$ cat config.mk
export PLATFORM = sky130hd
export DESIGN_NAME = cpu_alu_with_flags_top
export DESIGN_NICKNAME = d
export VERILOG_FILES = /design/src/rtl/calf_pkg.sv /design/src/rtl/calf_in_reg.sv /design/src/rtl/calf_alu.sv /design/src/rtl/calf_out_reg.sv /design/src/rtl/cpu_alu_with_flags_top.sv
export VERILOG_INCLUDE_DIRS = /design/src /design/src/rtl
export SDC_FILE = /design/constraint.sdc
export NUM_CORES = 1
export LEC_CHECK = 0
export BUFFER_PORTS_ARGS = -buffer_cell sky130_fd_sc_hd__clkbuf_2
export CAP_MARGIN = 40
export CORE_ASPECT_RATIO = 0.7
export CORE_MARGIN = 10
export CORE_UTILIZATION = 35
export CTS_BUF_LIST = sky130_fd_sc_hd__clkbuf_2
export CTS_CLUSTER_DIAMETER = 50
export CTS_CLUSTER_SIZE = 25
export DETAILED_ROUTE_END_ITERATION = 10
export GPL_TIMING_DRIVEN = 0
export HOLD_SLACK_MARGIN = 0.08
export PLACE_DENSITY = 0.61
export RECOVER_POWER = 100
export SYNTH_ARGS = -nofsm -noshare
export SYNTH_HDL_FRONTEND = slang
export SYNTH_SLANG_ARGS = --single-unit
$ cat constraint.sdc
create_clock -name aclk -period 3.2 [get_ports aclk]
set_input_delay 0.32 -clock aclk [delete_from_list [all_inputs] [get_ports aclk]]
set_output_delay 0.32 -clock aclk [all_outputs]
set_load 0.01 [all_outputs]
$ cat src/rtl/cpu_alu_with_flags_top_defines.svh
// Assertion macros shared by the ALU RTL.
`ifndef CPU_ALU_WITH_FLAGS_TOP_DEFINES_SVH
`define CPU_ALU_WITH_FLAGS_TOP_DEFINES_SVH

// Checked only while out of reset.
`define CALF_ASSERT(lbl, prop, msg) \
    lbl: assert property (@(posedge aclk) disable iff (!aresetn) prop) else $error(msg);

// Checked on every edge, reset included.
`define CALF_ASSERT_RST(lbl, prop, msg) \
    lbl: assert property (@(posedge aclk) prop) else $error(msg);

`endif

$ cat src/rtl/calf_pkg.sv
package calf_pkg;

    // Operation codes
    localparam logic [4:0] FUNC_INC   = 5'd0;
    localparam logic [4:0] FUNC_DEC   = 5'd1;
    localparam logic [4:0] FUNC_ADD16 = 5'd2;
    localparam logic [4:0] FUNC_ADD   = 5'd3;
    localparam logic [4:0] FUNC_ADC   = 5'd4;
    localparam logic [4:0] FUNC_SUB   = 5'd5;
    localparam logic [4:0] FUNC_SBC   = 5'd6;
    localparam logic [4:0] FUNC_AND   = 5'd7;
    localparam logic [4:0] FUNC_XOR   = 5'd8;
    localparam logic [4:0] FUNC_OR    = 5'd9;
    localparam logic [4:0] FUNC_CP    = 5'd10;
    localparam logic [4:0] FUNC_SRL   = 5'd11;
    localparam logic [4:0] FUNC_RR    = 5'd12;
    localparam logic [4:0] FUNC_RLC   = 5'd13;
    localparam logic [4:0] FUNC_RRC   = 5'd14;
    localparam logic [4:0] FUNC_RL    = 5'd15;
    localparam logic [4:0] FUNC_BIT   = 5'd16;
    localparam logic [4:0] FUNC_SLA   = 5'd17;
    localparam logic [4:0] FUNC_SRA   = 5'd18;
    localparam logic [4:0] FUNC_SWAP  = 5'd19;
    localparam logic [4:0] FUNC_SET   = 5'd20;
    localparam logic [4:0] FUNC_RES   = 5'd21;

    // Flag bit positions
    localparam int unsigned FLAG_Z = 3;
    localparam int unsigned FLAG_N = 2;
    localparam int unsigned FLAG_H = 1;
    localparam int unsigned FLAG_C = 0;

    typedef struct packed {
        logic [4:0]  func;
        logic [15:0] lhs;
        logic [15:0] rhs;
        logic [2:0]  bit_index;
        logic [3:0]  flags_in;
    } calf_in_t;

    typedef struct packed {
        logic [15:0] result;
        logic [3:0]  flags_out;
        logic        writes_result;
    } calf_out_t;

    // Pack Z, N, H, C into a flag nibble
    function automatic logic [3:0] znhc(input logic z, input logic n,
                                        input logic h, input logic c);
        return {z, n, h, c};
    endfunction

endpackage

$ cat src/rtl/calf_in_reg.sv
module calf_in_reg (
    input  logic              aclk,
    input  logic              aresetn,
    input  logic              s_valid,
    output logic              s_ready,
    input  calf_pkg::calf_in_t s_data,
    output logic              q_valid,
    input  logic              q_ready,
    output calf_pkg::calf_in_t q_data
);
    import calf_pkg::*;

    logic     valid_reg;
    logic     valid_next;
    calf_in_t data_reg;

    // Take a new item whenever the register is empty or drains this cycle
    assign s_ready = !valid_reg || q_ready;

    always_comb begin
        valid_next = valid_reg;
        if (s_valid && s_ready) begin
            valid_next = 1'b1;
        end else if (q_ready) begin
            valid_next = 1'b0;
        end
    end

    always_ff @(posedge aclk) begin
        if (!aresetn) begin
            valid_reg <= 1'b0;
        end else begin
            valid_reg <= valid_next;
        end
    end

    // Operand register, no reset
    always_ff @(posedge aclk) begin
        if (s_valid && s_ready) begin
            data_reg <= s_data;
        end
    end

    assign q_valid = valid_reg;
    assign q_data  = data_reg;

endmodule

$ cat src/rtl/calf_alu.sv
module calf_alu (
    input  calf_pkg::calf_in_t  op,
    output calf_pkg::calf_out_t res
);
    import calf_pkg::*;

    logic [7:0]  a;
    logic [7:0]  v;
    logic        c;
    logic        cin_add;
    logic        cin_sub;
    logic [8:0]  sum9;
    logic [4:0]  sum_lo;
    logic [8:0]  dif9;
    logic [4:0]  dif_lo;
    logic [16:0] sum17;
    logic [12:0] sum13;
    logic [7:0]  inc8;
    logic [7:0]  dec8;
    logic [7:0]  bit_mask;

    assign a = op.lhs[7:0];
    assign v = op.rhs[7:0];
    assign c = op.flags_in[FLAG_C];

    // Carry in only for the with-carry forms
    assign cin_add = (op.func == FUNC_ADC) ? c : 1'b0;
    assign cin_sub = (op.func == FUNC_SBC) ? c : 1'b0;

    // Shared adders; bit 8 / bit 4 give carry or borrow out, bit 16 / bit 12 for ADD16
    assign sum9   = {1'b0, a} + {1'b0, v} + {8'b0, cin_add};
    assign sum_lo = {1'b0, a[3:0]} + {1'b0, v[3:0]} + {4'b0, cin_add};
    assign dif9   = {1'b0, a} - {1'b0, v} - {8'b0, cin_sub};
    assign dif_lo = {1'b0, a[3:0]} - {1'b0, v[3:0]} - {4'b0, cin_sub};
    assign sum17  = {1'b0, op.lhs} + {1'b0, op.rhs};
    assign sum13  = {1'b0, op.lhs[11:0]} + {1'b0, op.rhs[11:0]};
    assign inc8   = v + 8'd1;
    assign dec8   = v - 8'd1;
    assign bit_mask = 8'd1 << op.bit_index;

    // Operation select
    always_comb begin
        logic [7:0] r8;
        logic [3:0] f;
        logic       wr;
        logic       wide;
        r8   = 8'd0;
        f    = op.flags_in;
        wr   = 1'b1;
        wide = 1'b0;
        unique case (op.func)
            FUNC_INC: begin
                r8 = inc8;
                f  = znhc(inc8 == 8'd0, 1'b0, inc8[3:0] == 4'h0, c);
            end
            FUNC_DEC: begin
                r8 = dec8;
                f  = znhc(dec8 == 8'd0, 1'b1, dec8[3:0] == 4'hF, c);
            end
            FUNC_ADD16: begin
                wide = 1'b1;
                f    = znhc(op.flags_in[FLAG_Z], 1'b0, sum13[12], sum17[16]);
            end
            FUNC_ADD, FUNC_ADC: begin
                r8 = sum9[7:0];
                f  = znhc(sum9[7:0] == 8'd0, 1'b0, sum_lo[4], sum9[8]);
            end
            FUNC_SUB, FUNC_SBC, FUNC_CP: begin
                r8 = dif9[7:0];
                f  = znhc(dif9[7:0] == 8'd0, 1'b1, dif_lo[4], dif9[8]);
                wr = (op.func != FUNC_CP);
            end
            FUNC_AND: begin
                r8 = a & v;
                f  = znhc((a & v) == 8'd0, 1'b0, 1'b1, 1'b0);
            end
            FUNC_XOR: begin
                r8 = a ^ v;
                f  = znhc((a ^ v) == 8'd0, 1'b0, 1'b0, 1'b0);
            end
            FUNC_OR: begin
                r8 = a | v;
                f  = znhc((a | v) == 8'd0, 1'b0, 1'b0, 1'b0);
            end
            FUNC_SRL: begin
                r8 = {1'b0, v[7:1]};
                f  = znhc(v[7:1] == 7'd0, 1'b0, 1'b0, v[0]);
            end
            FUNC_RR: begin
                r8 = {c, v[7:1]};
                f  = znhc({c, v[7:1]} == 8'd0, 1'b0, 1'b0, v[0]);
            end
            FUNC_RLC: begin
                r8 = {v[6:0], v[7]};
                f  = znhc(v == 8'd0, 1'b0, 1'b0, v[7]);
            end
            FUNC_RRC: begin
                r8 = {v[0], v[7:1]};
                f  = znhc(v == 8'd0, 1'b0, 1'b0, v[0]);
            end
            FUNC_RL: begin
                r8 = {v[6:0], c};
                f  = znhc({v[6:0], c} == 8'd0, 1'b0, 1'b0, v[7]);
            end
            FUNC_BIT: begin
                wr = 1'b0;
                f  = znhc(!v[op.bit_index], 1'b0, 1'b1, c);
            end
            FUNC_SLA: begin
                r8 = {v[6:0], 1'b0};
                f  = znhc(v[6:0] == 7'd0, 1'b0, 1'b0, v[7]);
            end
            FUNC_SRA: begin
                r8 = {v[7], v[7:1]};
                f  = znhc(v[7:1] == 7'd0 && !v[7], 1'b0, 1'b0, v[0]);
            end
            FUNC_SWAP: begin
                r8 = {v[3:0], v[7:4]};
                f  = znhc(v == 8'd0, 1'b0, 1'b0, 1'b0);
            end
            FUNC_SET: begin
                r8 = v | bit_mask;
            end
            FUNC_RES: begin
                r8 = v & ~bit_mask;
            end
            default: begin
                // unused codes: no write, flags pass through
                wr = 1'b0;
            end
        endcase
        res.result        = wide ? sum17[15:0] : {8'd0, r8};
        res.flags_out     = f;
        res.writes_result = wr;
    end

endmodule

$ cat src/rtl/calf_out_reg.sv
module calf_out_reg (
    input  logic               aclk,
    input  logic               aresetn,
    input  logic               d_valid,
    output logic               d_ready,
    input  calf_pkg::calf_out_t d_data,
    output logic               m_valid,
    input  logic               m_ready,
    output calf_pkg::calf_out_t m_data
);
    import calf_pkg::*;

    logic      valid_reg;
    logic      valid_next;
    calf_out_t data_reg;

    // Result register refills in the same cycle it is drained
    assign d_ready = !valid_reg || m_ready;

    always_comb begin
        valid_next = valid_reg;
        if (d_valid && d_ready) begin
            valid_next = 1'b1;
        end else if (m_ready) begin
            valid_next = 1'b0;
        end
    end

    always_ff @(posedge aclk) begin
        if (!aresetn) begin
            valid_reg <= 1'b0;
        end else begin
            valid_reg <= valid_next;
        end
    end

    always_ff @(posedge aclk) begin
        if (d_valid && d_ready) begin
            data_reg <= d_data;
        end
    end

    assign m_valid = valid_reg;
    assign m_data  = data_reg;

endmodule

$ cat src/rtl/cpu_alu_with_flags_top.sv
// 8-bit ALU with Z/N/H/C flags and a 16-bit add. One item per clock sustained
// while m_ready holds; each result passes through the operand register and
// then the result register, with the whole operation done by single-pass
// logic between them. Both registers refill in the cycle they
// drain, so s_ready drops only while a result waits on m_ready and the
// operand register is full behind it.
`include "cpu_alu_with_flags_top_defines.svh"

module cpu_alu_with_flags_top (
    input  logic                aclk,
    input  logic                aresetn,
    input  logic                s_valid,
    output logic                s_ready,
    input  calf_pkg::calf_in_t  s_data,
    output logic                m_valid,
    input  logic                m_ready,
    output calf_pkg::calf_out_t m_data
);
    import calf_pkg::*;

    logic      op_valid;
    logic      op_ready;
    calf_in_t  op_data;
    calf_out_t alu_res;

    // Operand register
    calf_in_reg u_in_reg (
        .aclk    (aclk),
        .aresetn (aresetn),
        .s_valid (s_valid),
        .s_ready (s_ready),
        .s_data  (s_data),
        .q_valid (op_valid),
        .q_ready (op_ready),
        .q_data  (op_data)
    );

    // Operation logic
    calf_alu u_alu (
        .op  (op_data),
        .res (alu_res)
    );

    // Result register
    calf_out_reg u_out_reg (
        .aclk    (aclk),
        .aresetn (aresetn),
        .d_valid (op_valid),
        .d_ready (op_ready),
        .d_data  (alu_res),
        .m_valid (m_valid),
        .m_ready (m_ready),
        .m_data  (m_data)
    );

    // Checks
    `CALF_ASSERT_RST(a_rst_empty, !aresetn |=> !m_valid && !op_valid, "valid set after reset")
    `CALF_ASSERT(a_take_lands, s_valid && s_ready |=> op_valid, "accepted item lost")
    `CALF_ASSERT(a_op_hold, op_valid && !op_ready |=> op_valid && $stable(op_data), "operand stall")
    `CALF_ASSERT(a_no_wr, op_valid && (op_data.func == FUNC_CP || op_data.func == FUNC_BIT) |-> !alu_res.writes_result, "cp/bit write")
    `CALF_ASSERT(a_hi_zero, op_valid && op_data.func != FUNC_ADD16 |-> alu_res.result[15:8] == 8'd0, "upper byte set")

endmodule
# After elaboration in Yosys (flattened, before gate mapping)
# Cells that the tools add are included.
[classes]
addsub = 12
multipliers = 0
n_div = 0
n_lt_le_gt_ge = 1
eq_ne = 23
n_shift = 1
mux = 13
bitwise = 6
reduce_logical = 28
[op_table]
columns = ["cell", "count"]
rows = [
  ["8-bit one-hot mux with 17 select lines", 1],
  ["8-bit zero test", 10],
  ["4-bit one-hot mux with 17 select lines", 1],
  ["5-bit by 4-bit == test with 1-bit output (second input constant)", 8],
  ["5-bit == test (second input constant)", 6],
  ["5-bit by 3-bit == test with 1-bit output (second input constant)", 4],
  ["18-bit OR reduction", 1],
  ["16-bit by 16-bit adder with 17-bit output", 1],
  ["8-bit bitwise AND", 2],
  ["8-bit OR", 2],
  ["7-bit zero test", 2],
  ["12-bit by 12-bit adder with 13-bit output", 1],
  ["5-bit by 2-bit == test with 1-bit output (second input constant)", 2],
  ["8-bit by 8-bit adder with 9-bit output", 1],
  ["9-bit by 1-bit adder with 9-bit output", 1],
  ["8-bit by 8-bit subtractor with 9-bit output", 1],
  ["9-bit by 1-bit subtractor with 9-bit output", 1],
  ["8-bit by 1-bit adder with 8-bit output (second input constant)", 1],
  ["1-bit two-way mux", 8],
  ["8-bit two-way mux", 1],
  ["8-bit NOT", 1],
  ["1-bit by 3-bit << shifter with 8-bit output (first input constant)", 1],
  ["8-bit by 1-bit subtractor with 8-bit output (second input constant)", 1],
  ["8-bit bitwise XOR", 1],
  ["other kinds (18)", 25],
]
[totals]
regBits = 67
latch_bits = 0
ramBits = 0
mem_bits_ro = 0
out_inout_bits = 23
wordCells = 95
memories = 0

# Longest topological paths before layout
[logic_depth]
depth_word = 5
mapped_depth = 14
depth_no_buf = 13

# Hierarchy
# From an unflattened synthesis, not the netlist that was laid out.
[hier_totals]
cells_unflattened = 570
area_unflattened_um2 = 5377.7
[by_module_without_submodules]
columns = ["module", "n_inst", "cells_per_inst", "area_per_inst_um2"]
rows = [
  ["calf_alu", 1, 495, 3310.7],
  ["calf_in_reg", 1, 49, 1378.8],
  ["calf_out_reg", 1, 26, 688.2],
]

# Worst setup path before layout
# Ideal clock, no wire load.
[synth_timing]
path_kind = "register to register"
start = "register u_in_reg.data_reg (netlist bit u_in_reg.q_data[7])"
end = "register u_out_reg.data_reg (netlist bit u_out_reg.m_data[1]), data pin"
arrival_ps = 2834
slack_ps = 103
path_stages_with_launch = 12
n_path_buf = 1
cell_sequence = "edfxtp_1 > clkbuf_1 > inv_1 > fa_1 > fa_1 > o21a_1 > nor2_1 > a21oi_1 > a31oi_1 > xor2_1 > a211oi_1 > o21ai_1"
[synth_rtl]
columns = ["item", "line_no", "source"]
rows = [
  ["start, declared", "calf_in_reg.sv:15", "calf_in_t data_reg;"],
  ["start signal, assigned", "calf_in_reg.sv:40", "data_reg <= s_data;"],
  ["end signal, assigned", "calf_out_reg.sv:39", "data_reg <= d_data;"],
  ["end, declared", "calf_out_reg.sv:15", "calf_out_t data_reg;"],
]

==> impl_metrics.ini <==
[global_routing]
track_usage_pct = 18.4
met3_usage_pct = 5.91
grt-ovfl-total = 0
grt_max_degree = 34
use_met1_pct = 26.9
grt_first_pass_wirelength_mm = 29.2
met2_usage_pct = 25.5
grt_pass1_vias = 4962
busiest_layer = met1
antenna_found_initial = 0

[setup_path]
required_ns = 3.49
worstPathMaxFanout = 4
critPathCaptureType = register
worstSetupStartpointType = register
critPathArrivalTime_ns = 3.44
path_class = reg -> reg

[logic_synthesis]
synth_top_family_by_area = compound AO/OA/AOI/OAI gates
async_flop_share_pct = 0
synth_enable_flop_cells = 65
synth_compound_area_share_pct = 18.6
synth_xor_area_share_pct = 6.36
syn_avg_cell_area_um2 = 9.47
synth-seq-area-share_pct = 38.1
yosys.area_share.simple_pct = 18.0
ys.warnings.count = 0
synth_adder_area_share_pct = 12.2
synth.area.top_cells = edfxtp_1 37%, ha_1 10%, xnor2_1 4.4%
ys_types = 63
ys_ff_latch = 67
netlist_area_mm2 = 0.00523
synth.top_cells.by_count = 65 x edfxtp_1, 51 x nor2_1, 43 x ha_1, 42 x nand2_1, 34 x a21oi_1
synth_largest_area_cell = edfxtp_1
synth_top_area_share_pct = 37.3
synthFlopType = edfxtp_1
synth_nets = 648
synthMuxAreaShare_pct = 2.03
synth_most_common_cell = edfxtp_1
synth_cells = 552

[cells_and_area]
instances_no_fill = 919
diodes = 0
area_growth_pct = 32.1
layout-drive-gt1-share_pct = 22.5
seqCellArea_mm2 = 0.00199
nNetsFinal = 815
multi_input_area_mm2 = 0.00313
postLayoutCoreUtil_pct = 47.1
fill_cells = 1371

[outcome]
status = complete, no violations

[clock_tree]
cts-buffers-inserted = 9
cts_tree = done
cts_root_buffer = clkbuf_2
h-tree-depth = 3
clk_pin_slew_worst_paths_ns = 0.21
clock-sinks = 67
cts_buffer_depth = 2
clk_latency_ns = 0.56

[drt]
drc = 0
wl_per_cell_um = 20.8
avgViaCountPerCell = 5.65
drt_wl_total_mm = 19.1
first_iter_violations = 793
vias = 5192
ant_nets = 0
dr.pass1.iters = 6

[placed_design]
io_buffers = 70
post-place-cells = 819
hpwlAfterDp_mm = 14.2
place_congestion = 0.955

[worst_hold_path]
hp-class = in -> reg

[power]
power.leakage_nw = 2.70
pwr-share-seq_pct = 43.3
report.power.total_mw = 2.43
p_sw_mw = 0.867
cell_internal_pwr_mw = 1.57
swShare_pct = 35.6
power_density_mw_per_mm2 = 352
peakVddDrop_mv = 0.155
p_clk_share_pct = 22.4
pwr-share-comb_pct = 34.2

[floorplanning]
die_x_um = 166
die_h_um = 122
start_util_pct = 35.6
num_rows = 37
die-area_mm2 = 0.0203
ios = 71
core_mm2 = 0.0147

[timing]
rsz0062_at_grt = yes
worst_slew_pin_slew_ns = 0.954
finalSetupTns_ns = 0
setup_viol = 0
min_period_ns = 3.14
relSlewSlack_pct = 36.4
min_period_over_period_pct = 98.2
skew_ns = 0.0512
timing.fmax_mhz = 318
hold_viol = 0
maxSlewViolCount = 0

[flow_run]
drv_cap = 0
[power by group through the flow]
| stage | clock network, mW | logic, mW | registers (mW) |
|---|---|---|---|
| global placement | 0 | 0.655 | 1.08 |
| global route | 0.600 | 0.901 | 1.06 |
| CTS | 0.565 | 0.775 | 1.05 |
| detailed placement | 0 | 0.664 | 1.08 |
| finish | 0.546 | 0.833 | 1.05 |
| floorplan | 0 | 0.438 | 1.08 |
[worst max-delay path, cell delays in order (launching register included)]
cell	delay (ns)
edfxtp_1	0.42
buf_6	0.12
buf_6	0.10
nor2b_4	0.16
nand4b_1	0.15
fa_2	0.38
buf_4	0.14
nand2b_1	0.17
a21oi_2	0.17
nand2b_4	0.17
a31oi_1	0.12
xnor2_1	0.20
buf_4	0.15
nor3b_4	0.05
a311o_1	0.39
[path summary, 6_finish.rpt]
check | endpoint | depth (start not counted) | slack [ns] | from
setup / recovery | u_out_reg.m_data[4]$_DFFE_PP_ | 14 | 0.06 | u_in_reg.q_data[41]$_DFFE_PP_
hold / removal | u_in_reg.q_valid$_SDFFE_PN0P_ | 4 | 0.16 | m_ready
setup reg to reg | u_out_reg.m_data[4]$_DFFE_PP_ | 14 | 0.06 | u_in_reg.q_data[41]$_DFFE_PP_
hold reg to reg | u_in_reg.q_valid$_SDFFE_PN0P_ | 2 | 0.58 | u_in_reg.q_valid$_SDFFE_PN0P_
[cells by family after synthesis]
logic type                 Yosys count
xor gates and xnor gates            38
adders and majority gates           48
DFF                                 67
AOI/OAI and AO/OA                  144
muxes                                8
and+or+nand+nor                    186
buffers and inverters               61
[layout make-up]
type | count | share of cell area [%]
Inverter | 30 | 1.79
Multi-Input combinational cell | 424 | 45.3
Timing Repair Buffer | 159 | 16.2
Sequential cell | 67 | 28.8
Clock inverter | 7 | 1.09
Clock buffer | 9 | 0.652
Tap cell | 195 | 3.53
Buffer | 28 | 2.55
[sequential cells by signal (all words and copies together), names as in the netlist]
| name | flops |
|---|---|
| u_in_reg.q_valid | 1 |
| u_out_reg.m_valid | 1 |
| u_in_reg.q_data | 44 |
| u_out_reg.m_data | 21 |
[layout by cell type (no fill, tap or decap), types with 5 or more instances in the layout]
master and instances:
edfxtp_1 65, clkbuf_2 58, nor2_1 48, dlygate4sd3_1 47
nand2_1 41, ha_1 41, buf_4 37, clkbuf_1 34
a21oi_1 31, inv_1 27, xnor2_1 25, o21ai_0 24
nand3_1 17, nor3_1 15, a22oi_1 13, xor2_1 11
nand4_1 11, buf_2 8, o2111ai_1 8, a221oi_1 8
nor2b_1 6, nand2b_1 6, a31oi_1 6, and3_1 6
o211ai_1 6, o22ai_1 6, buf_6 5, mux2i_1 5
[per-layer routing]
metal  up-vias  routed length (um)
met3        35                2270
met4         0                 276
met1      2466                8940
met2       298                7630
met5         -                   0
li1       2393                   -
[repair_timing]
| item | CTS | global route |
|---|---|---|
| setup endpoints to repair | 18 | 11 |
| gates resized for setup | 42 | 23 |
| buffers inserted | 26 | 15 |
| endpoints found under the hold margin | 46 | 0 |
| hold buffers | 47 | 0 |
| pin swaps | 13 | 9 |
[per-stage QoR]
step | area (um^2) | hold WS [ns] | setup slack, ns
finish | 6910 | 0.158 | 0.0565
global route | 6910 | 0.108 | -0.0181
CTS | 6770 | 0.119 | 0.00767
detailed placement | 5860 | 0.499 | -0.802
global placement | 5820 | 0.489 | -0.777
floorplan | 5230 | 0.419 | 0.103
(Power assumes the default switching activity.)
